==> src/hw/rtl/spq_pkg.sv <==
// Shared types and codes for the stable priority ready queue.
// No dependencies; used by spq_cell and stable_priority_ready_queue.
package spq_pkg;

    localparam logic OP_SCHEDULE = 1'b0;
    localparam logic OP_TAKE     = 1'b1;

    typedef struct packed {
        logic ins;
        logic take;
    } t_cell_cmd;

endpackage

==> src/hw/rtl/spq_cell.sv <==
// One cell of the sorted shift-register queue: holds one entry.
// Depends on spq_pkg for the command struct.
module spq_cell #(
    parameter int ID_W   = 4,
    parameter int PRIO_W = 8
) (
    input  logic               i_clk,
    input  spq_pkg::t_cell_cmd i_cmd,
    input  logic               i_occupied,
    input  logic               i_prev_lower,
    input  logic [ID_W-1:0]    i_new_obj,
    input  logic [PRIO_W-1:0]  i_new_prio,
    input  logic [ID_W-1:0]    i_prev_obj,
    input  logic [PRIO_W-1:0]  i_prev_prio,
    input  logic [ID_W-1:0]    i_next_obj,
    input  logic [PRIO_W-1:0]  i_next_prio,
    output logic               o_lower,
    output logic [ID_W-1:0]    o_obj,
    output logic [PRIO_W-1:0]  o_prio
);

    logic [ID_W-1:0]   r_obj;
    logic [PRIO_W-1:0] r_prio;
    logic [ID_W-1:0]   n_obj;
    logic [PRIO_W-1:0] n_prio;

    // A cell is a place for the new entry once it is empty or holds a strictly lower priority.
    assign o_lower = !i_occupied || (r_prio < i_new_prio);

    always_comb begin
        n_obj  = r_obj;
        n_prio = r_prio;
        if (i_cmd.ins && o_lower) begin
            if (i_prev_lower) begin
                n_obj  = i_prev_obj;
                n_prio = i_prev_prio;
            end else begin
                n_obj  = i_new_obj;
                n_prio = i_new_prio;
            end
        end else if (i_cmd.take) begin
            n_obj  = i_next_obj;
            n_prio = i_next_prio;
        end
    end

    always_ff @(posedge i_clk) begin
        r_obj  <= n_obj;
        r_prio <= n_prio;
    end

    assign o_obj  = r_obj;
    assign o_prio = r_prio;

endmodule

==> src/hw/rtl/stable_priority_ready_queue.sv <==
// Top level of the stable priority ready queue: a chain of spq_cell entries,
// the entry count and the result register. Depends on spq_pkg and spq_cell.
//
//  channel | direction | handshake          | fields
//  input   | in        | i_valid / o_stall  | opcode, object_id, priority_req
//  result  | out       | o_valid / i_stall  | accepted, taken_valid, taken_object,
//          |           |                    | pending_count
//
// One item is accepted per cycle; its result appears in the next cycle.
// Every cell compares its priority with the new one in parallel, so the insert
// or the shift toward the head finishes in the accepting cycle.
// Reset clears the entry count and the result valid; entry storage is not reset.
// While a result waits under stall, no new item is accepted.
module stable_priority_ready_queue #(
    parameter int QUEUE_DEPTH   = 16,
    parameter int OBJECT_COUNT  = 16,
    parameter int PRIORITY_BITS = 8,
    localparam int ID_W  = $clog2(OBJECT_COUNT),
    localparam int CNT_W = $clog2(QUEUE_DEPTH + 1)
) (
    input  logic                     i_clk,
    input  logic                     i_rst_n,
    input  logic                     i_valid,
    output logic                     o_stall,
    input  logic                     i_opcode,
    input  logic [ID_W-1:0]          i_object_id,
    input  logic [PRIORITY_BITS-1:0] i_priority_req,
    output logic                     o_valid,
    input  logic                     i_stall,
    output logic                     o_accepted,
    output logic                     o_taken_valid,
    output logic [ID_W-1:0]          o_taken_object,
    output logic [CNT_W-1:0]         o_pending_count
);

    logic [CNT_W-1:0] r_count;
    logic [CNT_W-1:0] n_count;
    logic             r_out_valid;
    logic             r_acc;
    logic             r_tv;
    logic [ID_W-1:0]  r_tobj;
    logic [CNT_W-1:0] r_cnt;

    logic               w_accept;
    logic               w_full;
    logic               w_empty;
    spq_pkg::t_cell_cmd w_cmd;

    logic [ID_W-1:0]          w_obj   [QUEUE_DEPTH];
    logic [PRIORITY_BITS-1:0] w_prio  [QUEUE_DEPTH];
    logic                     w_lower [QUEUE_DEPTH];

    assign o_stall  = r_out_valid && i_stall;
    assign w_accept = i_valid && !o_stall;
    assign w_full   = (r_count == CNT_W'(QUEUE_DEPTH));
    assign w_empty  = (r_count == '0);

    assign w_cmd.ins  = w_accept && (i_opcode == spq_pkg::OP_SCHEDULE) && !w_full;
    assign w_cmd.take = w_accept && (i_opcode == spq_pkg::OP_TAKE) && !w_empty;

    genvar g;
    generate
        for (g = 0; g < QUEUE_DEPTH; g++) begin : g_cell
            logic                     w_prev_lower;
            logic [ID_W-1:0]          w_prev_obj;
            logic [PRIORITY_BITS-1:0] w_prev_prio;
            logic [ID_W-1:0]          w_next_obj;
            logic [PRIORITY_BITS-1:0] w_next_prio;

            if (g == 0) begin : g_head
                assign w_prev_lower = 1'b0;
                assign w_prev_obj   = i_object_id;
                assign w_prev_prio  = i_priority_req;
            end else begin : g_body
                assign w_prev_lower = w_lower[g-1];
                assign w_prev_obj   = w_obj[g-1];
                assign w_prev_prio  = w_prio[g-1];
            end

            if (g == QUEUE_DEPTH - 1) begin : g_tail
                assign w_next_obj  = w_obj[g];
                assign w_next_prio = w_prio[g];
            end else begin : g_mid
                assign w_next_obj  = w_obj[g+1];
                assign w_next_prio = w_prio[g+1];
            end

            spq_cell #(
                .ID_W   (ID_W),
                .PRIO_W (PRIORITY_BITS)
            ) u_cell (
                .i_clk        (i_clk),
                .i_cmd        (w_cmd),
                .i_occupied   (CNT_W'(g) < r_count),
                .i_prev_lower (w_prev_lower),
                .i_new_obj    (i_object_id),
                .i_new_prio   (i_priority_req),
                .i_prev_obj   (w_prev_obj),
                .i_prev_prio  (w_prev_prio),
                .i_next_obj   (w_next_obj),
                .i_next_prio  (w_next_prio),
                .o_lower      (w_lower[g]),
                .o_obj        (w_obj[g]),
                .o_prio       (w_prio[g])
            );
        end
    endgenerate

    always_comb begin
        n_count = r_count;
        if (w_cmd.ins) begin
            n_count = r_count + CNT_W'(1);
        end else if (w_cmd.take) begin
            n_count = r_count - CNT_W'(1);
        end
    end

    always_ff @(posedge i_clk) begin
        if (!i_rst_n) begin
            r_count     <= '0;
            r_out_valid <= 1'b0;
        end else begin
            r_count <= n_count;
            if (w_accept) begin
                r_out_valid <= 1'b1;
            end else if (!i_stall) begin
                r_out_valid <= 1'b0;
            end
        end
    end

    always_ff @(posedge i_clk) begin
        if (w_accept) begin
            r_acc  <= w_cmd.ins;
            r_tv   <= w_cmd.take;
            r_tobj <= w_cmd.take ? w_obj[0] : '0;
            r_cnt  <= n_count;
        end
    end

    assign o_valid         = r_out_valid;
    assign o_accepted      = r_acc;
    assign o_taken_valid   = r_tv;
    assign o_taken_object  = r_tobj;
    assign o_pending_count = r_cnt;

    a_count_bound: assert property (@(posedge i_clk) disable iff (!i_rst_n)
        r_count <= CNT_W'(QUEUE_DEPTH))
        else $error("entry count exceeds queue depth");

    a_one_kind: assert property (@(posedge i_clk) disable iff (!i_rst_n)
        o_valid |-> !(o_accepted && o_taken_valid))
        else $error("result both stored and took an entry");

    a_insert_count: assert property (@(posedge i_clk) disable iff (!i_rst_n)
        w_cmd.ins |=> r_count == $past(r_count) + CNT_W'(1))
        else $error("stored item did not raise the count");

    a_result_count: assert property (@(posedge i_clk) disable iff (!i_rst_n)
        w_accept |=> o_valid && o_pending_count == r_count)
        else $error("reported count differs from stored count");

endmodule

==> config.mk <==
export PLATFORM = sky130hd
export DESIGN_NAME = stable_priority_ready_queue
export DESIGN_NICKNAME = d
export VERILOG_FILES = /design/src/hw/rtl/spq_pkg.sv /design/src/hw/rtl/spq_cell.sv /design/src/hw/rtl/stable_priority_ready_queue.sv
export SDC_FILE = /design/constraint.sdc
export NUM_CORES = 1
export LEC_CHECK = 0
export CELL_PAD_IN_SITES_DETAIL_PLACEMENT = 0
export CELL_PAD_IN_SITES_GLOBAL_PLACEMENT = 1
export CORE_MARGIN = 10
export CORE_UTILIZATION = 55
export CTS_CLUSTER_DIAMETER = 30
export DETAILED_ROUTE_END_ITERATION = 10
export DONT_BUFFER_PORTS = 1
export GPL_ROUTABILITY_DRIVEN = 0
export HOLD_SLACK_MARGIN = 0.05
export PLACE_DENSITY = 0.88
export SLEW_MARGIN = 10
export SYNTH_ARGS = -nofsm -noshare
export SYNTH_HDL_FRONTEND = slang
export SYNTH_SLANG_ARGS = --single-unit
==> constraint.sdc <==
create_clock -name i_clk -period 6.18 [get_ports i_clk]
set_input_delay 1.236 -clock i_clk [delete_from_list [all_inputs] [get_ports i_clk]]
set_output_delay 1.236 -clock i_clk [all_outputs]
set_load 0.02 [all_outputs]
* Word level (Yosys, flattened, before mapping)
Cells that the tools add are included.
W data, S select, Z words.
** Storage, ports and cells
- Register bits :: 209
- Latch bits :: 0
- RAM bits :: 0
- Memory bits (read-only) :: 0
- Bits of input ports :: 17
- Output and inout bits :: 13
- Word-level logic and storage cells :: 242
- Memories kept :: 0
** Cells by class
- Add/subtract/negate cells :: 2
- $mul :: 0
- Divide/modulo/power cells :: 0
- $lt $le $gt $ge :: 32
- Equality and inequality tests :: 2
- Shift-type cells :: 0
- Muxes and demuxes :: 94
- Bitwise gates (word level) :: 1
- Reduce and logical (&&, ||, !) cells :: 73
** Operator list (number)
- $mux W8 :: 45
- $mux W4 :: 45
- $lt A8 B8 Y1 :: 16
- $lt A4 B5 Y1 const A :: 8
- $reduce_bool A2 Y1 :: 15
- $logic_and A1 B1 Y1 :: 22
- $lt A3 B5 Y1 const A :: 4
- $logic_not A1 Y1 :: 19
- $logic_or A1 B1 Y1 :: 16
- $lt A1 B5 Y1 const A :: 2
- $lt A2 B5 Y1 const A :: 2
- $mux W5 :: 2
- $add A5 B1 Y5 const B :: 1
- $eq A5 B5 Y1 const B :: 1
- $logic_not A5 Y1 :: 1
- $sub A5 B1 Y5 const B :: 1
- $mux W1 :: 2
- $ne A2 B1 Y1 const B :: 1
- $not A1 Y1 :: 1

* Depth between registers and ports, before layout
Gate-level depths: netlist of the first run.
- Depth after elaboration :: 7
- Gate-level depth with buffers :: 11
- Gate-level depth less buffers :: 9

* Hierarchy
A second synthesis of the first run with hierarchy kept.
** Second synthesis, totals
- Cells, all modules :: 1277
- Area, all modules :: 15717.6 um2
** Modules (own cells, without submodules)
- spq_cell :: times used 16, cells an instance 74, area an instance 922.1 um2, seq. area each 360.3 um2
- stable_priority_ready_queue :: times used 1, cells an instance 93, area an instance 963.4 um2, seq. area each 450.4 um2

* Least setup slack after synthesis of the first run
Ideal clock, no wire load.
- Kind :: input-to-reg
- Start point :: input i_priority_req[5]
- End point :: register g_cell[9].u_cell.r_obj[0] (enable)
- Library setup time :: 0.350 ns
- Arrival time :: 3.548 ns
- Required time :: 5.830 ns
- Setup slack :: 2.282 ns
- Stages :: 10
- Buffers on the path :: 3
- Cell sequence :: clkbuf_1 inv_1 ha_1 a211oi_1 nor2_1 o22a_1 or3_1 clkbuf_1 buf_2 nand2_1
** Between the ends
- Longest elaborated chain between the ends :: 4
** RTL lines
- from (decl) :: line stable_priority_ready_queue.sv:27 : input logic [PRIORITY_BITS-1:0] i_priority_req,
- $lt A8 B8 Y1 :: line spq_cell.sv:28 : assign o_lower = !i_occupied || (r_prio < i_new_prio);
- $logic_or A1 B1 Y1 :: line spq_cell.sv:28
- $logic_and A1 B1 Y1 :: line spq_cell.sv:33 : if (i_cmd.ins && o_lower) begin
- $reduce_bool A2 Y1 (no source line)
- to (signal assigned) :: line spq_cell.sv:48 : r_obj <= n_obj;
- to (decl) :: line spq_cell.sv:22 : logic [ID_W-1:0] r_obj;
No other way between the ends.
A chain may end at the register's enable or synchronous reset.

* Worst setup path after layout of the first run
- Start point :: input i_priority_req[4]
- End point :: register g_cell[4].u_cell.r_obj[2] (enable)
** Between the ends
- Longest elaborated chain between the ends :: 4
** RTL lines (line)
- $lt A8 B8 Y1 :: spq_cell.sv:28
- $logic_or A1 B1 Y1 :: spq_cell.sv:28
- $logic_and A1 B1 Y1 :: spq_cell.sv:33
- $reduce_bool A2 Y1 (no source line)
- to (signal assigned) :: spq_cell.sv:48
- to (decl) :: spq_cell.sv:22
No other way between the ends.

==> results of run 1 <==
==> synthesized netlist by cell type, drive strengths merged, types with 3 or more instances <==
cell type    n  share of area [%]
edfxtp     203                 41
nor2       130                3.3
nand2      125                3.2
a21oi      123                4.3
ha         116                9.8
a221oi     106                6.3
clkbuf      93                2.4
o21ai       90                3.0
a22o        84                5.0
a22oi       48                2.4
inv         40                1.0
buf         39                1.4
mux2        30                2.3
nor3        21                1.1
o21a        20                1.0
a211oi      17               0.89
mux2i       16                1.1
a31oi       14               0.59
o211ai      14               0.71
nand4       13               0.55
o22a        13               0.77
a32o        12               0.81
and2        12               0.51
or2         12               0.51
nand2b      10               0.42
a2111oi      9               0.93
a21o         8               0.40
o41ai        8               0.47
or3          7               0.30
dfxtp        6               0.81
a211o        5               0.30
nand3        5               0.20
nor4         5               0.30
o31ai        5               0.25
and4         4               0.24
o21bai       4               0.20
o21ba        3               0.20
xor2         3               0.18
==> area by class of cell <==
cell class | instances | share of cell area (%)
tap | 341 | 2.584
inverter | 41 | 0.9319
clock inverter | 28 | 1.803
multi-input combinational | 1108 | 48.03
timing repair buffer | 31 | 1.409
clock buffer | 57 | 7.607
sequential | 209 | 37.64
==> sequential cells by signal, summed over array words and instances (netlist names) <==
name and count:
o_valid 1, o_taken_object 4, o_pending_count 5, r_count 5, o_accepted 1, g_cell.u_cell.o_obj 64
o_taken_valid 1, g_cell.u_cell.o_prio 128
==> metal layers <==
layer  track usage, %  vias up  share of wire (%)
met3            4.745      124                8.8
met4            9.276        0                3.5
li1                 -     5791                  -
met2            39.67      637                 44
met1            36.05     6094                 43
met5                0        -                  0
==> kinds of logic after synthesis <==
group / count (synthesis)
mux: 46
buf+inv: 173
xor+xnor: 4
fa+ha+maj: 116
compound gates: 595
simple gates: 347
flops: 209
==> worst paths after layout <==
kind / end / slack (ps) / cells after the start
max: g_cell[4].u_cell.o_obj[2] / 2150 / 7
min: g_cell[14].u_cell.o_obj[1] / 570 / 1
max reg2reg: g_cell[7].u_cell.o_obj[3] / 2520 / 7
min reg2reg: g_cell[14].u_cell.o_obj[1] / 570 / 1
==> where the power goes <==
group,internal [uW],switching (uW)
clock network,1650,789
logic,677,918
registers,1900,287
total,4220,1990
==> worst max-delay path: stages <==
cell and delay [ps]:
inv_1 660, ha_1 280, a211oi_1 80, o21bai_1 180, nor2b_1 620, or3_1 660
nand2_1 460
==> placed cells by master, fill, tap and decap left out, types with 46 or more instances in the layout <==
| cell type | count |
|---|---|
| a22o_1 | 84 |
| ha_1 | 116 |
| nand2_1 | 125 |
| edfxtp_1 | 203 |
| o21ai_0 | 46 |
| a22oi_1 | 48 |
| a21oi_1 | 119 |
| nor2_1 | 130 |
| clkbuf_16 | 49 |
| a221oi_1 | 106 |
==> metrics by stage <==
stage                     hold WS, ps  area, um^2  util, %  power, uW
final                           572.6       16510    61.79       6215
after global routing            591.8       16510    61.79       6509
after CTS                       573.6       16500    61.76       6196
after detailed placement        555.7       14950    55.94       3755
after global placement          548.4       14950    55.94       3708
after floorplan                 524.6       14830        -       3353
==> results.md, run 1 <==
- First-pass GRT wire length: 69.30 mm
- Core box area: 26730 um^2
- Row count: 60
- Clock Latency Late Sink: 540 ps
- Syn nets: 1623
- VDD IR max: 232.6 uV
- Hold Crit Class: reg2reg
- Post-route ant nets: 0
- Htree depth: 2
- Final setup TNS: 0 ps
- Yosys reg bits: 209
- Drt wl/cell: 24.52 um
- RSZ-0062 raised after global routing: no
- DRT Pass-1 Iters: 5
- Ys flop type: edfxtp_1
- Synth Warn #: 0
- Reg-to-Reg Start: r_count[1]
- Number of synthesized flops with an enable pin: 203
- P_leak: 0.006280 uW
- Chip height: 184.2 um
- TritonCTS clock tree: done
- Aggregate global routing overflow: 0
- Worst setup margin: 2153 ps
- DR iter-0 viols: 1597
- Resized Gates After CTS: 0
- Slew HR: 21.15%
- Setup slack after placement: 1605 ps
- Fmax: 0.2483 GHz
- Area grow syn2layout: 11.34%
- Final period util: 65.17%
- CP endpoint kind: register
- Horiz. Die Dim: 184.2 um
- Status: complete, no violations
- Fin crit period: 4027 ps
- Compound-Gate Fraction of Synth Area: 29.27%
- Post-synthesis adder-cell area fraction: 9.785%
- Port Buffers: 0
- Critical path type: in2reg
- Hold_sp: g_cell[15].u_cell.o_obj[1]
- CTS Buffer Depth: 3
- Multi-input logic area: 7931 um^2
- Clock skew: 15.63 ps
- Setup crit start kind: primary input
- Setup Fix Bufs, Post-CTS: 0
- Synth Instances: 1490
- Routed WL: 44.51 mm
- Largest family of logic cells by synthesized area: compound AO/OA/AOI/OAI gates
- Hold buffer count at cts: 0
- CP arrival: 4190 ps
- Clk sinks: 209
- Root buffer cell: clkbuf_16
- Fraction of registers with async set/reset: 0%
- Worst Max-Slew Pin Slew: 1183 ps
- Post-synthesis mux area share: 3.357%
- Hold Vio Cnt, Final: 0
- WP data required: 6340 ps
- Mapped cell area: 14830 um^2
- Starting Density: 55.50%
- Worst-path clk slew: 50 ps
- Share of layout cells above drive strength 1: 11.60%
- Non-filler cells in the finished layout: 1815
- XOR/XNOR share of the synthesized area: 0.2362%
- Post-Synth Simple-Gate Area: 10.69%
- Final setup viols: 0
- Crit path launch: i_priority_req[4]
- Via count: 12650
- Post-detail-place hpwl: 30.53 mm
- Placed cells: 1730
- Via count of the first global-routing pass: 11990
- Storage element area: 6216 um^2
- GRT Util Overall: 25.96%
- Initial antenna violation count: 0
- Yosys cell types: 67
- Nets: 1571
- Max-cap violations: 0
- Die area: 33940 um^2
- DRC Markers: 0
- Largest net degree at the start of global routing: 36
- Vias per inst: 6.967
- Power Density: 376.3 nW/um^2
- Fin. max-slew vios: 0
- Syn Area/Cell: 9.955 um^2
- Antenna cells: 0
- Register area share after synthesis: 41.91%
- Ports: 30
- CP max FO: 26
- Filler cells: 2160
- Num CTS Buffers: 47
No activity file was read; power rests on OpenSTA's default activity.
==> run 2, diff against run 1 <==
--- a/config.mk
+++ b/config.mk
@@ -8,13 +8,13 @@
 export CELL_PAD_IN_SITES_DETAIL_PLACEMENT = 0
 export CELL_PAD_IN_SITES_GLOBAL_PLACEMENT = 1
 export CORE_MARGIN = 10
-export CORE_UTILIZATION = 55
+export CORE_UTILIZATION = 52
 export CTS_CLUSTER_DIAMETER = 30
 export DETAILED_ROUTE_END_ITERATION = 10
 export DONT_BUFFER_PORTS = 1
 export GPL_ROUTABILITY_DRIVEN = 0
 export HOLD_SLACK_MARGIN = 0.05
-export PLACE_DENSITY = 0.88
+export PLACE_DENSITY = 0.84
 export SLEW_MARGIN = 10
 export SYNTH_ARGS = -nofsm -noshare
 export SYNTH_HDL_FRONTEND = slang
==> constraint.sdc (replaced) <==
create_clock -name i_clk -period 4.1 [get_ports i_clk]
set_input_delay 0.82 -clock i_clk [delete_from_list [all_inputs] [get_ports i_clk]]
set_output_delay 0.82 -clock i_clk [all_outputs]
set_load 0.02 [all_outputs]
==> run 2 against run 1 <==
Clock power grew 61%; count of clock-buffer cells in the layout shrank 2; critical path type is now reg2reg; setup slack worse by 1300 ps.
==> results.md, run 2 (synthesis results as in run 1) <==
- Setup Fix Bufs, Post-CTS: 0 (unchanged)
- Hold buffer count at cts: 0 (unchanged)
- Ports: 30 (unchanged)
- First-pass GRT wire length: 71.30 mm (+2.9%)
- Most common cell after layout, fill and taps aside: edfxtp_1
- Setup crit start kind: register
- GR Util met3: 4.741% (about the same)
- TritonCTS clock tree: done
- WP data required: 4330 ps (-2010 ps)
- Fin. max-slew vios: 0 (unchanged)
- Power Density: 573.6 nW/um^2 (+52%)
- Status: complete, no violations
- Via count: 12840 (+1.6%)
- DRC Markers: 0 (unchanged)
- Final period util: 79.53%
- Horiz. Die Dim: 188.9 um (+2.5%)
- VDD IR max: 361.7 uV (+56%)
- Clock skew: 25.04 ps (+9.411 ps)
- CP Capture Point: g_cell[0].u_cell.o_obj[1]
- DRT Pass-1 Iters: 6 (+1)
- CP arrival: 3490 ps (-700 ps)
- Slew HR: 21.50% (+0.35 points)
- Share of layout cells above drive strength 1: 13.66% (+2.1 points)
- Worst Max-Slew Pin Slew: 1178 ps (-5.264 ps)
- Clk sinks: 209 (unchanged)
- Max-cap violations: 0 (unchanged)
- Antenna cells: 0 (unchanged)
- Initial antenna violation count: 0 (unchanged)
- Core box area: 27930 um^2 (+4.5%)
- M2 GR Usage: 40.98% (+1.3 points)
- Critical path type: reg2reg
- Multi-input logic area: 7926 um^2 (about the same)
- P_leak: 0.006470 uW (+3.0%)
- Post-route ant nets: 0 (unchanged)
- Reg-to-Reg Start: r_count[1]
- Aggregate global routing overflow: 0 (unchanged)
- Largest net degree at the start of global routing: 36 (unchanged)
- Post-detail-place hpwl: 32.06 mm (+5.0%)
- Final setup viols: 0 (unchanged)
- Vias per inst: 6.810 (-2.3%)
- Reg2Reg Capture Point: g_cell[0].u_cell.o_obj[1]
- Worst-path clk slew: 50 ps (about the same)
- Clock Latency Late Sink: 560 ps (+20 ps)
- GRT Util Overall: 25.24% (-0.72 points)
- GRT met1 Usage: 32.77% (-3.3 points)
- Storage element area: 6216 um^2 (unchanged)
- DR iter-0 viols: 1437 (-10%)
- Reg2Reg Depth: 7 (unchanged)
- Final core utilization: 60.53% (-1.3 points)
- Filler cells: 2355 (+9.0%)
- Num CTS Buffers: 49 (+4.3%)
- Fmax: 0.3067 GHz
- CP endpoint kind: register
- Drt wl/cell: 24.69 um (+0.69%)
- Starting Density: 53.10% (-2.4 points)
- Crit path launch: r_count[1]
- Via count of the first global-routing pass: 11930 (-0.50%)
- Non-filler cells in the finished layout: 1886 (+3.9%)
- Htree depth: 2 (unchanged)
- Design Power: 9699 uW (+56%)
- Flop-to-flop setup slack: 840 ps (-1680 ps)
- Top Usage Layer GRT: met2
- Area grow syn2layout: 14.00%
- Hold Crit Class: in2reg
- Row count: 61 (+1.7%)
- RSZ-0062 raised after global routing: no
- Commonest non-fill, non-tap cells in the layout: edfxtp_1 (203), nor2_1 (130), nand2_1 (125), a21oi_1 (119), ha_1 (116)
- Root buffer cell: clkbuf_16
- Nets: 1604 (+2.1%)
- Resized Gates After CTS: 0 (unchanged)
- Placed cells: 1798 (+3.9%)
- Port Buffers: 0 (unchanged)
- Max reg flops: 128 (unchanged)
- CTS Buffer Depth: 3 (unchanged)
- CP max FO: 13 (-50%)
- Routed WL: 46.57 mm (+4.6%)
- Fin crit period: 3261 ps
- Chip height: 188.9 um (+2.5%)
- Die area: 35680 um^2 (+5.1%)
- Hold Vio Cnt, Final: 0 (unchanged)
- Final setup TNS: 0 ps (unchanged)
-- run 2: cell count changes in the layout (fill, tap and decap cells not counted) --
cell / change
bufinv_16: +2
buf_4: +31
clkbuf_1: -2
clkinv_2: -5
clkinv_4: +5
clkinv_8: +1
inv_8: -1
clkinv_16: +1
clkinvlp_4: +2
a211oi_2: -1
a211oi_1: +1
-- run 2: per-layer routing --
layer  vias to the layer above  share of wire (%)
li1                       5875                  -
met1                      6193                 41
met2                       671                 47
met3                       105                9.0
met4                         0                3.0
met5                         -                  0
-- run 2: how the worst min path moves through the flow --
stage	cells after the start	end	slack [ps]	startpoint
floorplan	1	g_cell[14].u_cell.o_obj[1]	520	g_cell[15].u_cell.o_obj[1]
global placement	1	g_cell[14].u_cell.o_obj[1]	540	g_cell[15].u_cell.o_obj[1]
detailed placement	1	g_cell[14].u_cell.o_obj[1]	550	g_cell[15].u_cell.o_obj[1]
CTS	1	o_valid	370	i_rst_n
global route	1	r_count[3]	390	i_rst_n
finish	1	o_valid	390	i_valid
-- run 2: critical path, cell delays in order (launching register included) --
cell and delay [ps]:
dfxtp_1 690, inv_1 170, ha_1 240, nand3_1 110, nand3_2 190, buf_4 310, nor3_2 790, or2_2 420
-- run 2: final cells by class --
class | instances | share of cell area [%]
Sequential cell | 209 | 36.76
Multi-Input combinational cell | 1108 | 46.87
Clock inverter | 33 | 2.523
Timing Repair Buffer | 62 | 2.752
Clock buffer | 55 | 7.384
Inverter | 41 | 0.9101
Tap cell | 378 | 2.797
-- run 2: metrics by stage --
step                area, um^2  worst slack (ps)  hold WS [ps]
floorplan                14830             617.9         524.6
global placement         15230             489.7         537.4
detailed placement       15230             454.2         550.6
CTS                      16910             885.2         370.3
global route             16910             628.4         387.9
finish                   16910             839.5         388.3
-- run 2: power breakdown --
| group | switching [uW] | leakage (uW) | internal (uW) | total (uW) |
|---|---|---|---|---|
| logic | 1420 | 0.00371 | 1060 | 2490 |
| clock network | 1300 | 0.000802 | 2640 | 3940 |
| registers | 415 | 0.00196 | 2860 | 3270 |
